==> config.mk <==
export PLATFORM = sky130hd
export DESIGN_NAME = integer_to_ascii_converter_unit
export DESIGN_NICKNAME = d
export VERILOG_FILES = /design/src/rtl/core/iconv_pkg.sv /design/src/rtl/core/iconv_ram.sv /design/src/rtl/core/iconv_div.sv /design/src/rtl/core/integer_to_ascii_converter_unit.sv
export VERILOG_INCLUDE_DIRS = /design/src /design/src/rtl/core
export SDC_FILE = /design/constraint.sdc
export NUM_CORES = 1
export LEC_CHECK = 0
export BUFFER_PORTS_ARGS = -buffer_cell sky130_fd_sc_hd__buf_2
export CORE_MARGIN = 2
export CORE_UTILIZATION = 40
export CTS_BUF_LIST = sky130_fd_sc_hd__clkbuf_8
export DETAILED_ROUTE_END_ITERATION = 8
export GPL_TIMING_DRIVEN = 0
export PLACE_DENSITY_LB_ADDON = 0.3
export SKIP_CTS_REPAIR_TIMING = 1
export SYNTH_ARGS = -nofsm -noshare
export SYNTH_HDL_FRONTEND = slang
export SYNTH_HIERARCHICAL = 1
export SYNTH_SLANG_ARGS = --single-unit
==> constraint.sdc <==
create_clock -name clock -period 7.3 [get_ports clock]
set_input_delay 1.095 -clock clock [delete_from_list [all_inputs] [get_ports clock]]
set_output_delay 1.095 -clock clock [all_outputs]
set_load 0.02 [all_outputs]
==> src/rtl/core/assert_macros.svh <==
// Assertion macros shared by the converter RTL.
`ifndef ASSERT_MACROS_SVH
`define ASSERT_MACROS_SVH

`ifndef SYNTH
// When ante holds, cons must hold in the same cycle.
`define ASSERT_IMPL(lbl, clk, rst, ante, cons) \
   lbl: assert property (@(posedge clk) disable iff (rst) (ante) |-> (cons)) \
      else $error("assertion failed: ante implies cons");
// expr must hold on every clock edge outside reset.
`define ASSERT_ALWAYS(lbl, clk, rst, expr) \
   lbl: assert property (@(posedge clk) disable iff (rst) (expr)) \
      else $error("assertion failed: invariant");
`else
`define ASSERT_IMPL(lbl, clk, rst, ante, cons)
`define ASSERT_ALWAYS(lbl, clk, rst, expr)
`endif

`endif

==> src/rtl/core/iconv_pkg.sv <==
// Shared constants and types for the integer to ASCII converter.
package iconv_pkg;

   localparam int WORD_BITS   = 32;
   localparam int MAX_PAD     = 16;
   localparam int BUF_DEPTH   = WORD_BITS + 1;
   localparam int ADDR_BITS   = $clog2(BUF_DEPTH);
   localparam int COUNT_BITS  = $clog2(BUF_DEPTH + 1);
   localparam int LEN_BITS    = $clog2(MAX_PAD + 1);

   // radix magnitude reaches 64, so a remainder fits in 6 bits
   localparam int BASE_BITS   = 7;
   localparam int REM_BITS    = 6;
   localparam int CHAR_BITS   = 7;
   localparam int RADIX_BITS  = 7;
   localparam int WIDTH_BITS  = 6;

   // divider retires this many quotient bits per cycle
   localparam int DIV_BITS_PER_CYCLE = 4;
   localparam int DIV_CYCLES         = WORD_BITS / DIV_BITS_PER_CYCLE;
   localparam int DIV_STEP_BITS      = $clog2(DIV_CYCLES);

   localparam logic [CHAR_BITS-1:0] CHAR_ZERO  = 7'h30;
   localparam logic [CHAR_BITS-1:0] CHAR_SPACE = 7'h20;
   localparam logic [CHAR_BITS-1:0] CHAR_MINUS = 7'h2D;
   localparam logic [CHAR_BITS-1:0] LETTER_GAP = 7'd7;
   localparam logic [REM_BITS-1:0]  DEC_LIMIT  = 6'd10;
   localparam logic [BASE_BITS-1:0] MIN_BASE   = 7'd2;

   // divider status seen by the sequencer
   typedef struct packed {
      logic                 done;
      logic [WORD_BITS-1:0] quotient;
      logic [REM_BITS-1:0]  remainder;
   } div_stat_type;

endpackage

==> src/rtl/core/iconv_ram.sv <==
// Generic single-port-write, registered-read RAM.
module iconv_ram #(
   parameter  int WIDTH = 8,
   parameter  int DEPTH = 16,
   localparam int AW    = (DEPTH > 1) ? $clog2(DEPTH) : 1
) (
   input  logic             clock,
   input  logic             wr_en,
   input  logic [AW-1:0]    wr_addr,
   input  logic [WIDTH-1:0] wr_data,
   input  logic [AW-1:0]    rd_addr,
   output logic [WIDTH-1:0] rd_data
);

   logic [WIDTH-1:0] mem_ff [DEPTH];
   logic [WIDTH-1:0] rd_data_ff;

   // write port
   always_ff @(posedge clock) begin
      if (wr_en) begin
         mem_ff[wr_addr] <= wr_data;
      end
   end

   // registered read port
   always_ff @(posedge clock) begin
      rd_data_ff <= mem_ff[rd_addr];
   end

   assign rd_data = rd_data_ff;

endmodule

==> src/rtl/core/iconv_div.sv <==
// Iterative radix divider: WORD_BITS dividend by a small divisor, 4 bits a cycle.
module iconv_div (
   input  logic                               clock,
   input  logic                               reset,
   input  logic                               start,
   input  logic [iconv_pkg::WORD_BITS-1:0]    dividend,
   input  logic [iconv_pkg::BASE_BITS-1:0]    divisor,
   output iconv_pkg::div_stat_type            stat
);

   logic                                  busy_ff,    busy_in;
   logic                                  done_ff,    done_in;
   logic [iconv_pkg::DIV_STEP_BITS-1:0]   step_ff,    step_in;
   logic [iconv_pkg::WORD_BITS-1:0]       work_ff,    work_in;
   logic [iconv_pkg::REM_BITS-1:0]        rem_ff,     rem_in;
   logic [iconv_pkg::BASE_BITS-1:0]       divisor_ff, divisor_in;

   logic [iconv_pkg::WORD_BITS-1:0]       work_nx;
   logic [iconv_pkg::REM_BITS-1:0]        rem_nx;

   // restoring division steps for one cycle; remainder stays below the divisor
   always_comb begin
      logic [iconv_pkg::BASE_BITS-1:0] trial;
      work_nx = work_ff;
      rem_nx  = rem_ff;
      for (int i = 0; i < iconv_pkg::DIV_BITS_PER_CYCLE; i++) begin
         trial   = {rem_nx, work_nx[iconv_pkg::WORD_BITS-1]};
         work_nx = {work_nx[iconv_pkg::WORD_BITS-2:0], 1'b0};
         if (trial >= divisor_ff) begin
            rem_nx     = iconv_pkg::REM_BITS'(trial - divisor_ff);
            work_nx[0] = 1'b1;
         end else begin
            rem_nx = trial[iconv_pkg::REM_BITS-1:0];
         end
      end
   end

   // step control
   always_comb begin
      busy_in    = busy_ff;
      done_in    = 1'b0;
      step_in    = step_ff;
      work_in    = work_ff;
      rem_in     = rem_ff;
      divisor_in = divisor_ff;
      if (start) begin
         busy_in    = 1'b1;
         step_in    = '0;
         work_in    = dividend;
         rem_in     = '0;
         divisor_in = divisor;
      end else if (busy_ff) begin
         work_in = work_nx;
         rem_in  = rem_nx;
         step_in = step_ff + 1'b1;
         if (step_ff == iconv_pkg::DIV_STEP_BITS'(iconv_pkg::DIV_CYCLES - 1)) begin
            busy_in = 1'b0;
            done_in = 1'b1;
         end
      end
   end

   always_ff @(posedge clock) begin
      if (reset) begin
         busy_ff <= 1'b0;
         done_ff <= 1'b0;
         step_ff <= '0;
         work_ff <= '0;
         rem_ff  <= '0;
      end else begin
         busy_ff <= busy_in;
         done_ff <= done_in;
         step_ff <= step_in;
         work_ff <= work_in;
         rem_ff  <= rem_in;
      end
   end

   always_ff @(posedge clock) begin
      divisor_ff <= divisor_in;
   end

   assign stat = '{done: done_ff, quotient: work_ff, remainder: rem_ff};

endmodule

==> src/rtl/core/integer_to_ascii_converter_unit.sv <==
// Top level of the integer to ASCII converter: sequencer, divider and character buffer.
//
// Usage:
//   req channel: one beat per number. req_tdata carries value_bits, radix and
//   pad_width. A negative radix selects signed conversion, a negative width
//   selects '0' padding (padding goes ahead of the sign), width capped at 16.
//   rsp channel: one beat per character, most significant first, rsp_tlast on
//   the final character of the number.
// Timing:
//   req_tready is high only while no number is being converted. Each digit
//   passes through the shared divider (steps of 4 quotient bits, then the
//   buffer write); the buffer is built from D digits, then the sign in its
//   own state, then P pad characters, and each character is read back through
//   the buffer read, the output register and the next read address.
//   The last character sits in the output register while the next number is
//   accepted and divided; a stalled receiver holds the beat and stops readout.
// Reset: synchronous; clears the sequencer, divider control and rsp_tvalid.
`include "assert_macros.svh"

module integer_to_ascii_converter_unit (
   input  logic        clock,
   input  logic        reset,
   // request
   input  logic        req_tvalid,
   output logic        req_tready,
   input  logic [47:0] req_tdata,   // [31:0] value_bits, [38:32] radix, [44:39] pad_width
   // response
   output logic        rsp_tvalid,
   input  logic        rsp_tready,
   output logic [7:0]  rsp_tdata,   // [6:0] character
   output logic        rsp_tlast
);

   typedef enum logic [6:0] {
      S_IDLE = 7'b0000001,
      S_DIV  = 7'b0000010,
      S_SIGN = 7'b0000100,
      S_PAD  = 7'b0001000,
      S_RD   = 7'b0010000,
      S_LOAD = 7'b0100000,
      S_HOLD = 7'b1000000
   } state_type;

   state_type                               state_ff,   state_in;
   logic [iconv_pkg::COUNT_BITS-1:0]        count_ff,   count_in;
   logic [iconv_pkg::ADDR_BITS-1:0]         rd_idx_ff,  rd_idx_in;
   logic [iconv_pkg::BASE_BITS-1:0]         base_ff,    base_in;
   logic                                    neg_ff,     neg_in;
   logic [iconv_pkg::LEN_BITS-1:0]          len_ff,     len_in;
   logic [iconv_pkg::CHAR_BITS-1:0]         pad_ff,     pad_in;
   logic                                    rsp_valid_ff, rsp_valid_in;
   logic [iconv_pkg::CHAR_BITS-1:0]         rsp_char_ff,  rsp_char_in;
   logic                                    rsp_last_ff,  rsp_last_in;

   // request fields
   logic [iconv_pkg::WORD_BITS-1:0]         value_bits;
   logic [iconv_pkg::RADIX_BITS-1:0]        radix;
   logic [iconv_pkg::WIDTH_BITS-1:0]        pad_width;

   logic                                    req_accept;
   logic                                    rsp_accept;
   logic [iconv_pkg::BASE_BITS-1:0]         radix_mag;
   logic [iconv_pkg::BASE_BITS-1:0]         base_new;
   logic                                    neg_new;
   logic [iconv_pkg::WORD_BITS-1:0]         value_new;
   logic [iconv_pkg::WIDTH_BITS-1:0]        width_mag;
   logic [iconv_pkg::LEN_BITS-1:0]          len_new;

   logic                                    div_start;
   logic [iconv_pkg::WORD_BITS-1:0]         div_dividend;
   iconv_pkg::div_stat_type                 div_stat;
   logic [iconv_pkg::CHAR_BITS-1:0]         digit_char;

   logic                                    wr_en;
   logic [iconv_pkg::CHAR_BITS-1:0]         wr_data;
   logic [iconv_pkg::CHAR_BITS-1:0]         rd_data;

   assign value_bits = req_tdata[31:0];
   assign radix      = req_tdata[38:32];
   assign pad_width  = req_tdata[44:39];

   assign req_tready = (state_ff == S_IDLE);
   assign req_accept = req_tvalid && req_tready;
   assign rsp_accept = rsp_valid_ff && rsp_tready;

   // decode a new request: base, sign handling, pad length
   always_comb begin
      radix_mag = radix[iconv_pkg::RADIX_BITS-1] ? (iconv_pkg::BASE_BITS'(0) - radix) : radix;
      base_new  = (radix_mag < iconv_pkg::MIN_BASE) ? iconv_pkg::MIN_BASE : radix_mag;
      neg_new   = radix[iconv_pkg::RADIX_BITS-1] && value_bits[iconv_pkg::WORD_BITS-1];
      value_new = neg_new ? (iconv_pkg::WORD_BITS'(0) - value_bits) : value_bits;
      width_mag = pad_width[iconv_pkg::WIDTH_BITS-1]
                  ? (iconv_pkg::WIDTH_BITS'(0) - pad_width) : pad_width;
      if (width_mag > iconv_pkg::WIDTH_BITS'(iconv_pkg::MAX_PAD)) begin
         len_new = iconv_pkg::LEN_BITS'(iconv_pkg::MAX_PAD);
      end else begin
         len_new = width_mag[iconv_pkg::LEN_BITS-1:0];
      end
   end

   // digit to ASCII: letters continue past '9' with a gap
   always_comb begin
      digit_char = iconv_pkg::CHAR_BITS'(div_stat.remainder) + iconv_pkg::CHAR_ZERO;
      if (div_stat.remainder >= iconv_pkg::DEC_LIMIT) begin
         digit_char = digit_char + iconv_pkg::LETTER_GAP;
      end
   end

   // shared divider
   assign div_start    = req_accept ||
                         ((state_ff == S_DIV) && div_stat.done && (div_stat.quotient != '0));
   assign div_dividend = req_accept ? value_new : div_stat.quotient;

   iconv_div u_div (
      .clock    (clock),
      .reset    (reset),
      .start    (div_start),
      .dividend (div_dividend),
      .divisor  (req_accept ? base_new : base_ff),
      .stat     (div_stat)
   );

   // character buffer, filled least significant first
   iconv_ram #(
      .WIDTH (iconv_pkg::CHAR_BITS),
      .DEPTH (iconv_pkg::BUF_DEPTH)
   ) u_buf (
      .clock   (clock),
      .wr_en   (wr_en),
      .wr_addr (count_ff[iconv_pkg::ADDR_BITS-1:0]),
      .wr_data (wr_data),
      .rd_addr (rd_idx_ff),
      .rd_data (rd_data)
   );

   // sequencer
   always_comb begin
      state_in     = state_ff;
      count_in     = count_ff;
      rd_idx_in    = rd_idx_ff;
      base_in      = base_ff;
      neg_in       = neg_ff;
      len_in       = len_ff;
      pad_in       = pad_ff;
      rsp_valid_in = rsp_valid_ff && !rsp_accept;
      rsp_char_in  = rsp_char_ff;
      rsp_last_in  = rsp_last_ff;
      wr_en        = 1'b0;
      wr_data      = digit_char;
      unique case (state_ff)
         S_IDLE: begin
            if (req_accept) begin
               base_in  = base_new;
               neg_in   = neg_new;
               len_in   = len_new;
               pad_in   = pad_width[iconv_pkg::WIDTH_BITS-1]
                          ? iconv_pkg::CHAR_ZERO : iconv_pkg::CHAR_SPACE;
               count_in = '0;
               state_in = S_DIV;
            end
         end
         S_DIV: begin
            if (div_stat.done) begin
               wr_en    = 1'b1;
               count_in = count_ff + 1'b1;
               if (div_stat.quotient == '0) begin
                  state_in = S_SIGN;
               end
            end
         end
         S_SIGN: begin
            if (neg_ff) begin
               wr_en    = 1'b1;
               wr_data  = iconv_pkg::CHAR_MINUS;
               count_in = count_ff + 1'b1;
            end
            state_in = S_PAD;
         end
         S_PAD: begin
            if (count_ff < iconv_pkg::COUNT_BITS'(len_ff)) begin
               wr_en    = 1'b1;
               wr_data  = pad_ff;
               count_in = count_ff + 1'b1;
            end else begin
               rd_idx_in = iconv_pkg::ADDR_BITS'(count_ff - 1'b1);
               state_in  = S_RD;
            end
         end
         S_RD: begin
            // wait until the output register frees up
            if (!rsp_valid_ff || rsp_tready) begin
               state_in = S_LOAD;
            end
         end
         S_LOAD: begin
            rsp_valid_in = 1'b1;
            rsp_char_in  = rd_data;
            rsp_last_in  = (rd_idx_ff == '0);
            if (rd_idx_ff == '0) begin
               state_in = S_IDLE;
            end else begin
               rd_idx_in = rd_idx_ff - 1'b1;
               state_in  = S_HOLD;
            end
         end
         S_HOLD: begin
            // lets the new read address pass through the registered buffer read
            state_in = S_RD;
         end
         default: begin
            state_in = S_IDLE;
         end
      endcase
   end

   always_ff @(posedge clock) begin
      if (reset) begin
         state_ff     <= S_IDLE;
         count_ff     <= '0;
         rsp_valid_ff <= 1'b0;
      end else begin
         state_ff     <= state_in;
         count_ff     <= count_in;
         rsp_valid_ff <= rsp_valid_in;
      end
   end

   always_ff @(posedge clock) begin
      rd_idx_ff   <= rd_idx_in;
      base_ff     <= base_in;
      neg_ff      <= neg_in;
      len_ff      <= len_in;
      pad_ff      <= pad_in;
      rsp_char_ff <= rsp_char_in;
      rsp_last_ff <= rsp_last_in;
   end

   assign rsp_tvalid = rsp_valid_ff;
   assign rsp_tdata  = {1'b0, rsp_char_ff};
   assign rsp_tlast  = rsp_last_ff;

   // checks
   `ASSERT_ALWAYS(a_count_in_range, clock, reset,
      count_ff <= iconv_pkg::COUNT_BITS'(iconv_pkg::BUF_DEPTH))
   `ASSERT_IMPL(a_done_only_in_div, clock, reset, div_stat.done, state_ff == S_DIV)
   `ASSERT_IMPL(a_load_into_free_reg, clock, reset, state_ff == S_LOAD, !rsp_valid_ff)

endmodule

==> summary.md, run 1 <==
| Metric | Value |
|---|---|
| Starting Density | 40.7% |
| Largest net degree at the start of global routing | 29 |
| # setup viols final | 0 |
| Mean Syn Cell Area | 11.7 um2 |
| Syn Nets | 1523 |
| Worst setup SP type | flip-flop |
| Worst hold path class | flip-flop to flip-flop |
| Via count | 11.8k |
| Worst r2r dst | u_div/rem_ff[5] |
| Rel. slew slack | 34.9% |
| RSZ-0062 raised after global routing | no |
| CTS H-tree lvls | 2 |
| Post-synthesis sequential area ratio | 55.6% |
| Period utilization | 92.0% |
| Initial antenna violation count | 0 |
| Chip Height | 208 um |
| Total internal power | 0.00402 W |
| Gr usage total | 18.6% |
| Async SR Flop Fraction | 0% |
| Layout cells sized above 1 | 13.4% |
| DPL Wire Length | 29000 um |
| # IOs | 63 |
| Worst path required time | 7800 ps |
| Worst reg2reg path depth | 27 |
| Slowest CP cell | edfxtp_1 |
| Fin crit period | 6720 ps |
| Net Sw Frac | 34.9% |
| Row count | 74 |
| # diodes | 0 |
| Hold Crit Depth | 0 |
| Fin. Hold Viols | 0 |
| Post-Syn Area | 0.0167 mm2 |
| Distinct cells, synth | 82 |
| Routed WL | 40700 um |
| Core region area | 0.0409 mm2 |
| Commonest non-fill, non-tap cell in the layout | edfxtp_1 |
| Worst Max-Slew Pin Slew | 971 ps |
| First-pass GRT wire length | 63800 um |
| Vias per cell | 5.56 |
| Worst skew pair latency | 630 ps |
| Worst path max stage delay | 520 ps |
| Crit Path Category | flip-flop to flip-flop |
| Synth Flop Type | edfxtp_1 |
| Reg2Reg Launch Point | u_div/divisor_ff[1] |
| TritonCTS Sinks | 330 |
| Commonest non-fill, non-tap cells in the layout | edfxtp_1, mux2i_1, nor2_1, nand2_1 |
| GP Congestion | 0.915 |
| Mapped Cells | 1425 |
| Status | finished clean |
| Clock power share | 24.8% |
| Leak pwr | 6.91 nW |
| CP Data Arrival Time | 7210 ps |
| Flop2flop setup slack | 580 ps |
| Net Switching | 0.00216 W |
| Grt total ovfl | 0 |
| Pwr dens | 328 mW/mm2 |
| # Max-Cap Violations | 0 |
| Max Buffers Root-to-Sink | 3 |
| Hold endpoint | rsp_char_ff[1] |
| Final design utilization | 46.1% |
| Critical path buffer and inverter count | 4 |
| Routed WL per cell | 19.2 um |
| Initial DRC count | 1060 |
| Peak supply drop | 0.000193 V |
| Clock root buffer | clkbuf_8 |
| DRT Pass-1 Iters | 5 |
| Post-synth EDFFs | 266 |
| Die Area | 0.0433 mm2 |
| Design Power | 0.00618 W |
| Logic gate share of total power | 35.6% |
| Fmax | 149 MHz |
| Num CTS Buffers | 53 |
| Routed Antenna Nets | 0 |
| Slew Limit Fails | 0 |
| Vias in the first global route | 11.6k |
| Clock skew | 33.0 ps |
| Die X | 208 um |
| Final setup TNS | 0 ps |
| Hold Startpoint | u_buf/rd_data[1] |
| Clock slew seen by the registers of the worst setup and hold paths | 60 ps |
| CP dominant cell by count | ha_1 |
| Top delay family on crit path | compound AO/OA/AOI/OAI gates |
| Crit path capture type | flip-flop |
| Yosys reg bits | 330 |
| CTS tree | done |
| Port-buffer cells | 57 |
| Remaining DRCs | 0 |
| Worst-path fanout max | 7 |
| Layout area overhead | 13.2% |
| Nets@finish | 1642 |
| Yosys warning count | 6 |
| Sequential power share | 39.5% |
-- cells by family after synthesis --
family	count (synthesis)	share of synthesized area (%)
other cells	1	0.0225
flops	330	55.6
simple gates	397	11.6
xor+xnor	56	2.94
fa+ha+maj	46	3.64
mux	154	9.31
buf+inv	117	3.57
compound gates	324	13.3
-- worst max-delay path by stage --
stage	cells past startpoint	slack (ps)	start	to
2_1_floorplan	24	1100	u_div/divisor_ff[1]	u_div/rem_ff[5]
3_3_place_gp	24	-190	u_div/divisor_ff[1]	u_div/rem_ff[5]
6_report	27	580	u_div/divisor_ff[1]	u_div/rem_ff[5]
5_1_grt	28	40	u_div/divisor_ff[1]	u_div/rem_ff[5]
4_1_cts	24	-340	u_div/divisor_ff[1]	u_div/rem_ff[5]
3_5_place_dp	24	-310	u_div/divisor_ff[1]	u_div/rem_ff[5]
-- power groups by stage --
stage,sequential (W),clock (W),combinational (W)
final,0.00244,0.00153,0.00220
after global routing,0.00245,0.00165,0.00245
after CTS,0.00244,0.00156,0.00215
after detailed placement,0.00248,0,0.00214
after global placement,0.00253,0,0.00193
after floorplan,0.00248,0,0.00144
-- metal layers --
metal	part of all wire [%]	global-route usage, %	wire length, um	vias up
li1	-	-	-	5612
met1	44	24.8	17900	5713
met2	47	31.0	19200	396
met3	6.5	3.25	2640	60
met4	2.2	5.87	893	0
met5	0	0	0	-
-- flip-flops by register name, summed over array words and instances (netlist names) --
register          cells
count_ff              6
u_div/busy_ff         1
pad_ff                1
len_ff                5
u_buf/mem_ff        231
neg_ff                1
rsp_tlast             1
u_div/divisor_ff      7
rsp_tvalid            1
u_div/step_ff         3
u_div/done_ff         1
u_div/rem_ff          6
rd_idx_ff             6
u_div/work_ff        32
rsp_char_ff           7
state_ff              7
u_buf/rd_data         7
base_ff               7
-- synthesized netlist by cell type, types with 18 or more instances --
library cell	instances	share of area, %
xor2_1	21	1.1
nor2b_1	18	0.68
clkbuf_1	34	0.77
edfxtp_1	266	48
nor3_1	26	0.78
dfxtp_1	64	7.7
nor2_1	146	3.3
inv_1	48	1.1
o21ai_0	73	2.2
nand3_1	18	0.54
a21oi_1	67	2.0
xnor2_1	35	1.8
nand2_1	87	2.0
mux2i_1	150	9.0
a22oi_1	29	1.3
ha_1	42	3.2
-- stage by stage --
stage | setup WS [ps] | cells | hold WS [ps] | instance area, um2
after floorplan | 1100 | 1425 | 386 | 16700
after global placement | -190 | 2014 | 390 | 17600
after detailed placement | -305 | 2021 | 389 | 17800
after CTS | -342 | 2120 | 404 | 18800
after global routing | 44.2 | 2120 | 407 | 18900
final | 583 | 2120 | 403 | 18900
-- area by class of cell --
class	instances	area, um2
plain buffers	68	410
clock buffers	57	785
clock inverters	42	241
fillers	3790	22100
inverters	49	184
multi-input cells	978	6870
flip-flops and latches	330	9270
well taps	532	666
repair buffers	64	440
Note: power is estimated with default switching activity, not from simulation.
==> run 2: changes to the inputs <==
==> constraint.sdc (replaced) <==
create_clock -name clock -period 7.3 [get_ports clock]
set_input_delay 0.365 -clock clock [delete_from_list [all_inputs] [get_ports clock]]
set_output_delay 0.365 -clock clock [all_outputs]
set_load 0.02 [all_outputs]
==> summary.md, run 2 (synthesis gave the netlist of run 1 again) <==
| Metric | Value |
|---|---|
| CTS H-tree lvls | 2 |
| Clock skew | 33.2 ps |
| Port-buffer cells | 57 |
| Critical path depth | 27 |
| Chip Height | 208 um |
| Top delay family on crit path | compound AO/OA/AOI/OAI gates |
| Hold Crit Depth | 3 |
| Via count | 11.8k |
| Max FFs per register | 231 |
| Routed WL | 40700 um |
| CP Data Arrival Time | 7230 ps |
| Worst skew pair latency | 630 ps |
| Vias in the first global route | 11.6k |
| Worst setup SP type | flip-flop |
| Crit path capture type | flip-flop |
| Final setup TNS | 0 ps |
| Biggest register | u_buf/mem_ff |
| Pwr dens | 328 mW/mm2 |
| Clock slew seen by the registers of the worst setup and hold paths | 60 ps |
| Hold Startpoint | rsp_tready |
| Num CTS Buffers | 53 |
| Routed WL per cell | 19.2 um |
| Starting Density | 40.7% |
| Period utilization | 92.2% |
| Row count | 74 |
| Design Power | 0.00618 W |
| Critical path buffer and inverter count | 4 |
| Nets@finish | 1643 |
| Max Buffers Root-to-Sink | 3 |
| # setup viols final | 0 |
| Layout area overhead | 13.3% |
| Clock root buffer | clkbuf_8 |
| Largest registers | u_buf/mem_ff (231), u_div/work_ff (32) |
| Worst path required time | 7800 ps |
| Final worst slack | 573 ps |
| Worst-path fanout max | 7 |
| Worst Max-Slew Pin Slew | 969 ps |
| Leak pwr | 6.91 nW |
| Gr usage total | 18.6% |
| DPL Wire Length | 29000 um |
| Commonest non-fill, non-tap cells in the layout | edfxtp_1, mux2i_1, nor2_1, nand2_1 |
| Die X | 208 um |
| Fin cells | 2121 |
| # Max-Cap Violations | 0 |
| Worst reg2reg path depth | 27 |
| Placed cell count | 2021 |
| Worst path max stage delay | 520 ps |
| Worst r2r dst | u_div/rem_ff[5] |
| CTS tree | done |
| Largest net degree at the start of global routing | 29 |
| Slew Limit Fails | 0 |
| Commonest non-fill, non-tap cell in the layout | edfxtp_1 |
| Peak supply drop | 0.000195 V |
| Fill cells | 3791 |
| Vias per cell | 5.56 |
| Crit Path Category | flip-flop to flip-flop |
| RSZ-0062 raised after global routing | no |
| Slowest CP cell | edfxtp_1 |
| Fin crit period | 6730 ps |
| Worst hold path class | input pin to flip-flop |
| Fmax | 149 MHz |
| TritonCTS Sinks | 330 |
| Fin. Hold Viols | 0 |
| First-pass GRT wire length | 63800 um |
| Remaining DRCs | 0 |
| Hold endpoint | rsp_tvalid |
| Core region area | 0.0409 mm2 |
| Initial DRC count | 974 |
| Die Area | 0.0433 mm2 |
| DRT Pass-1 Iters | 7 |
| Status | finished clean |
| Rel. slew slack | 35.0% |
| Grt total ovfl | 0 |
| DP Worst Slack | -305 ps |
| GP Congestion | 0.915 |
| Initial antenna violation count | 0 |
| CP dominant cell by count | ha_1 |
| Placed cell area | 0.0178 mm2 |
| Fin area | 0.0189 mm2 |
| Reg2Reg Launch Point | u_div/divisor_ff[1] |
| # IOs | 63 |
| # diodes | 0 |
| Flop2flop setup slack | 570 ps |
| Layout cells sized above 1 | 13.4% |
| Routed Antenna Nets | 0 |
==> run 2: worst max path at each step <==
| stage | from | end |
|---|---|---|
| 2_1_floorplan | u_div/divisor_ff[1] | u_div/rem_ff[5] |
| 3_3_place_gp | u_div/divisor_ff[1] | u_div/rem_ff[5] |
| 3_5_place_dp | u_div/divisor_ff[1] | u_div/rem_ff[5] |
| 4_1_cts | u_div/divisor_ff[1] | u_div/rem_ff[5] |
| 5_1_grt | u_div/divisor_ff[1] | u_div/rem_ff[5] |
| 6_report | u_div/divisor_ff[1] | u_div/rem_ff[5] |
==> run 2: area by class of cell <==
cell class	count	area, um2	area share [%]
Buffer	68	410	2.17
Sequential cell	330	9270	49.1
Clock inverter	42	241	1.28
Timing Repair Buffer	65	450	2.39
Tap cell	532	666	3.53
Clock buffer	57	785	4.16
Multi-Input combinational cell	978	6870	36.4
Inverter	49	184	0.975
==> run 2: per-stage QoR <==
| step | hold slack [ps] | util, % |
|---|---|---|
| after floorplan | 386 | - |
| after global routing | 38.2 | 46.1 |
| after detailed placement | 389 | 43.5 |
| final | 46.1 | 46.1 |
| after global placement | 390 | 43.0 |
| after CTS | -107 | 46.0 |
==> run 2: tightest hold or removal path, stage by stage <==
cell and delay (ps):
buf_2 80, nand2b_1 110, a21oi_1 70
==> run 2: metal layers <==
| metal | GRT usage, % | wire length (um) |
|---|---|---|
| met2 | 31.0 | 19300 |
| met4 | 5.87 | 848 |
| met3 | 3.25 | 2430 |
| met5 | 0 | 0 |
| met1 | 24.8 | 18100 |
==> run 2: where the power goes <==
part           leakage [nW]  internal (W)  switching, W
logic                  3.41      0.000839       0.00137
registers              2.93       0.00239     0.0000576
clock network         0.573      0.000797      0.000735
total                  6.91       0.00402       0.00216
==> run 3: changes to the inputs <==
--- a/config.mk
+++ b/config.mk
@@ -6,13 +6,12 @@
 export SDC_FILE = /design/constraint.sdc
 export NUM_CORES = 1
 export LEC_CHECK = 0
-export BUFFER_PORTS_ARGS = -buffer_cell sky130_fd_sc_hd__buf_2
 export CORE_MARGIN = 2
 export CORE_UTILIZATION = 40
 export CTS_BUF_LIST = sky130_fd_sc_hd__clkbuf_8
 export DETAILED_ROUTE_END_ITERATION = 8
+export DONT_BUFFER_PORTS = 1
 export GPL_TIMING_DRIVEN = 0
-export PLACE_DENSITY_LB_ADDON = 0.3
 export SKIP_CTS_REPAIR_TIMING = 1
 export SYNTH_ARGS = -nofsm -noshare
 export SYNTH_HDL_FRONTEND = slang
==> summary.md, run 3 (synthesis gave the netlist of run 1 again) <==
| Metric | Value |
|---|---|
| Leak pwr | 6.77 nW |
| Largest net degree at the start of global routing | 34 |
| # diodes | 0 |
| Die Area | 0.0433 mm2 |
| Worst setup SP type | flip-flop |
| Reg2Reg Launch Point | u_div/divisor_ff[1] |
| Rel. slew slack | 32.1% |
| Flop2flop setup slack | 470 ps |
| Commonest non-fill, non-tap cells in the layout | edfxtp_1, mux2i_1, nor2_1, nand2_1, inv_1 |
| Worst path required time | 7790 ps |
| Fmax | 146 MHz |
| GP Congestion | 0.862 |
| # IOs | 63 |
| Status | finished clean |
| Top delay family on crit path | compound AO/OA/AOI/OAI gates |
| Slew Limit Fails | 0 |
| Initial antenna violation count | 0 |
| Final design utilization | 45.7% |
| Fin crit period | 6830 ps |
| Starting Density | 40.7% |
| Routed WL per cell | 20.1 um |
| Worst r2r dst | u_div/rem_ff[5] |
| CTS tree | done |
| Clock skew | 55.2 ps |
| Max Buffers Root-to-Sink | 3 |
| Initial DRC count | 1013 |
| Peak supply drop | 0.000198 V |
| TritonCTS Sinks | 330 |
| Core region area | 0.0409 mm2 |
| Pwr dens | 334 mW/mm2 |
| Commonest non-fill, non-tap cell in the layout | edfxtp_1 |
| Crit path capture type | flip-flop |
| Remaining DRCs | 0 |
| Via count | 11.5k |
| Biggest register | u_buf/mem_ff |
| Worst path max stage delay | 540 ps |
| Slowest CP cell | edfxtp_1 |
| CP Data Arrival Time | 7320 ps |
| DRT Pass-1 Iters | 5 |
| FF/Latch Area | 0.00927 mm2 |
| Chip Height | 208 um |
| CTS H-tree lvls | 2 |
| DPL Wire Length | 29300 um |
| First-pass GRT wire length | 64600 um |
| Die X | 208 um |
| Clock slew seen by the registers of the worst setup and hold paths | 60 ps |
| Fill cells | 3748 |
| CP dominant cell by count | ha_1 |
| Final setup TNS | 0 ps |
| Hold Startpoint | req_tdata[43] |
| Hold endpoint | len_ff[2] |
| Area of the multi-input gates | 0.00691 mm2 |
| Crit Path Category | flip-flop to flip-flop |
| Gr usage total | 18.9% |
| Max FFs per register | 231 |
| Port-buffer cells | 0 |
| Vias per cell | 5.55 |
| Routed WL | 41700 um |
| Worst Max-Slew Pin Slew | 1010 ps |
| Worst-path fanout max | 7 |
| Grt total ovfl | 0 |
| Worst reg2reg path depth | 28 |
| Routed Antenna Nets | 0 |
| Hold Crit Depth | 2 |
| Design Power | 0.00625 W |
| Worst hold path class | input pin to flip-flop |
| Row count | 74 |
| Period utilization | 93.6% |
| Worst hold margin | 28.8 ps |
| Worst skew pair latency | 670 ps |
| Largest registers | u_buf/mem_ff (231), u_div/work_ff (32) |
| Nets@finish | 1594 |
| # Max-Cap Violations | 0 |
| Fin cells | 2073 |
| RSZ-0062 raised after global routing | no |
| Critical path buffer and inverter count | 4 |
| Num CTS Buffers | 55 |
| # setup viols final | 0 |
| Layout area overhead | 12.3% |
| Placed cell count | 1963 |
| Layout cells sized above 1 | 10.4% |
| Fin. Hold Viols | 0 |
| Vias in the first global route | 11.3k |
| Clock root buffer | clkbuf_8 |
## run 3: changes by cell type in the layout (fill, tap and decap cells not counted), sizes merged
cell         before  now
buf              97   39
clkbuf           92   96
bufinv            2    1
clkinvlp          1    0
dlygate4sd3       1    8
inv              63   74
clkinv           25   15
## run 3: final cells by class
type	instances	area share, %
Clock inverter	41	1.22
Tap cell	532	3.56
Inverter	49	0.983
Timing Repair Buffer	14	1.14
Multi-Input combinational cell	978	36.9
Sequential cell	330	49.5
Buffer	68	2.19
Clock buffer	61	4.49
## run 3: through the flow
step	setup slack [ps]	instance area (um2)
floorplan	1100	16700
global placement	-146	17300
detailed placement	-256	17500
CTS	-306	18600
global route	33.0	18700
finish	470	18700
## run 3: worst max-delay path by stage
stage	endpoint	from	depth (start not counted)
3_5_place_dp	u_div/rem_ff[5]	u_div/divisor_ff[1]	24
4_1_cts	u_div/rem_ff[5]	u_div/divisor_ff[1]	24
6_report	u_div/rem_ff[5]	u_div/divisor_ff[1]	28
3_3_place_gp	u_div/rem_ff[5]	u_div/divisor_ff[1]	24
5_1_grt	u_div/rem_ff[5]	u_div/divisor_ff[1]	26
2_1_floorplan	u_div/rem_ff[5]	u_div/divisor_ff[1]	24
## run 3: power breakdown
group	total [W]	switching (W)	internal (W)
clock	0.00157	0.000761	0.000812
combinational	0.00222	0.00139	0.000830
sequential	0.00245	0.0000603	0.00239
total	0.00625	0.00221	0.00403
## run 3: metal layers
layer,GRT usage (%),vias up,part of all wire (%)
met5,0,-,0
met4,4.70,0,1.7
met3,3.61,57,6.8
met2,30.5,368,46
met1,26.4,5575,45
li1,-,5510,-
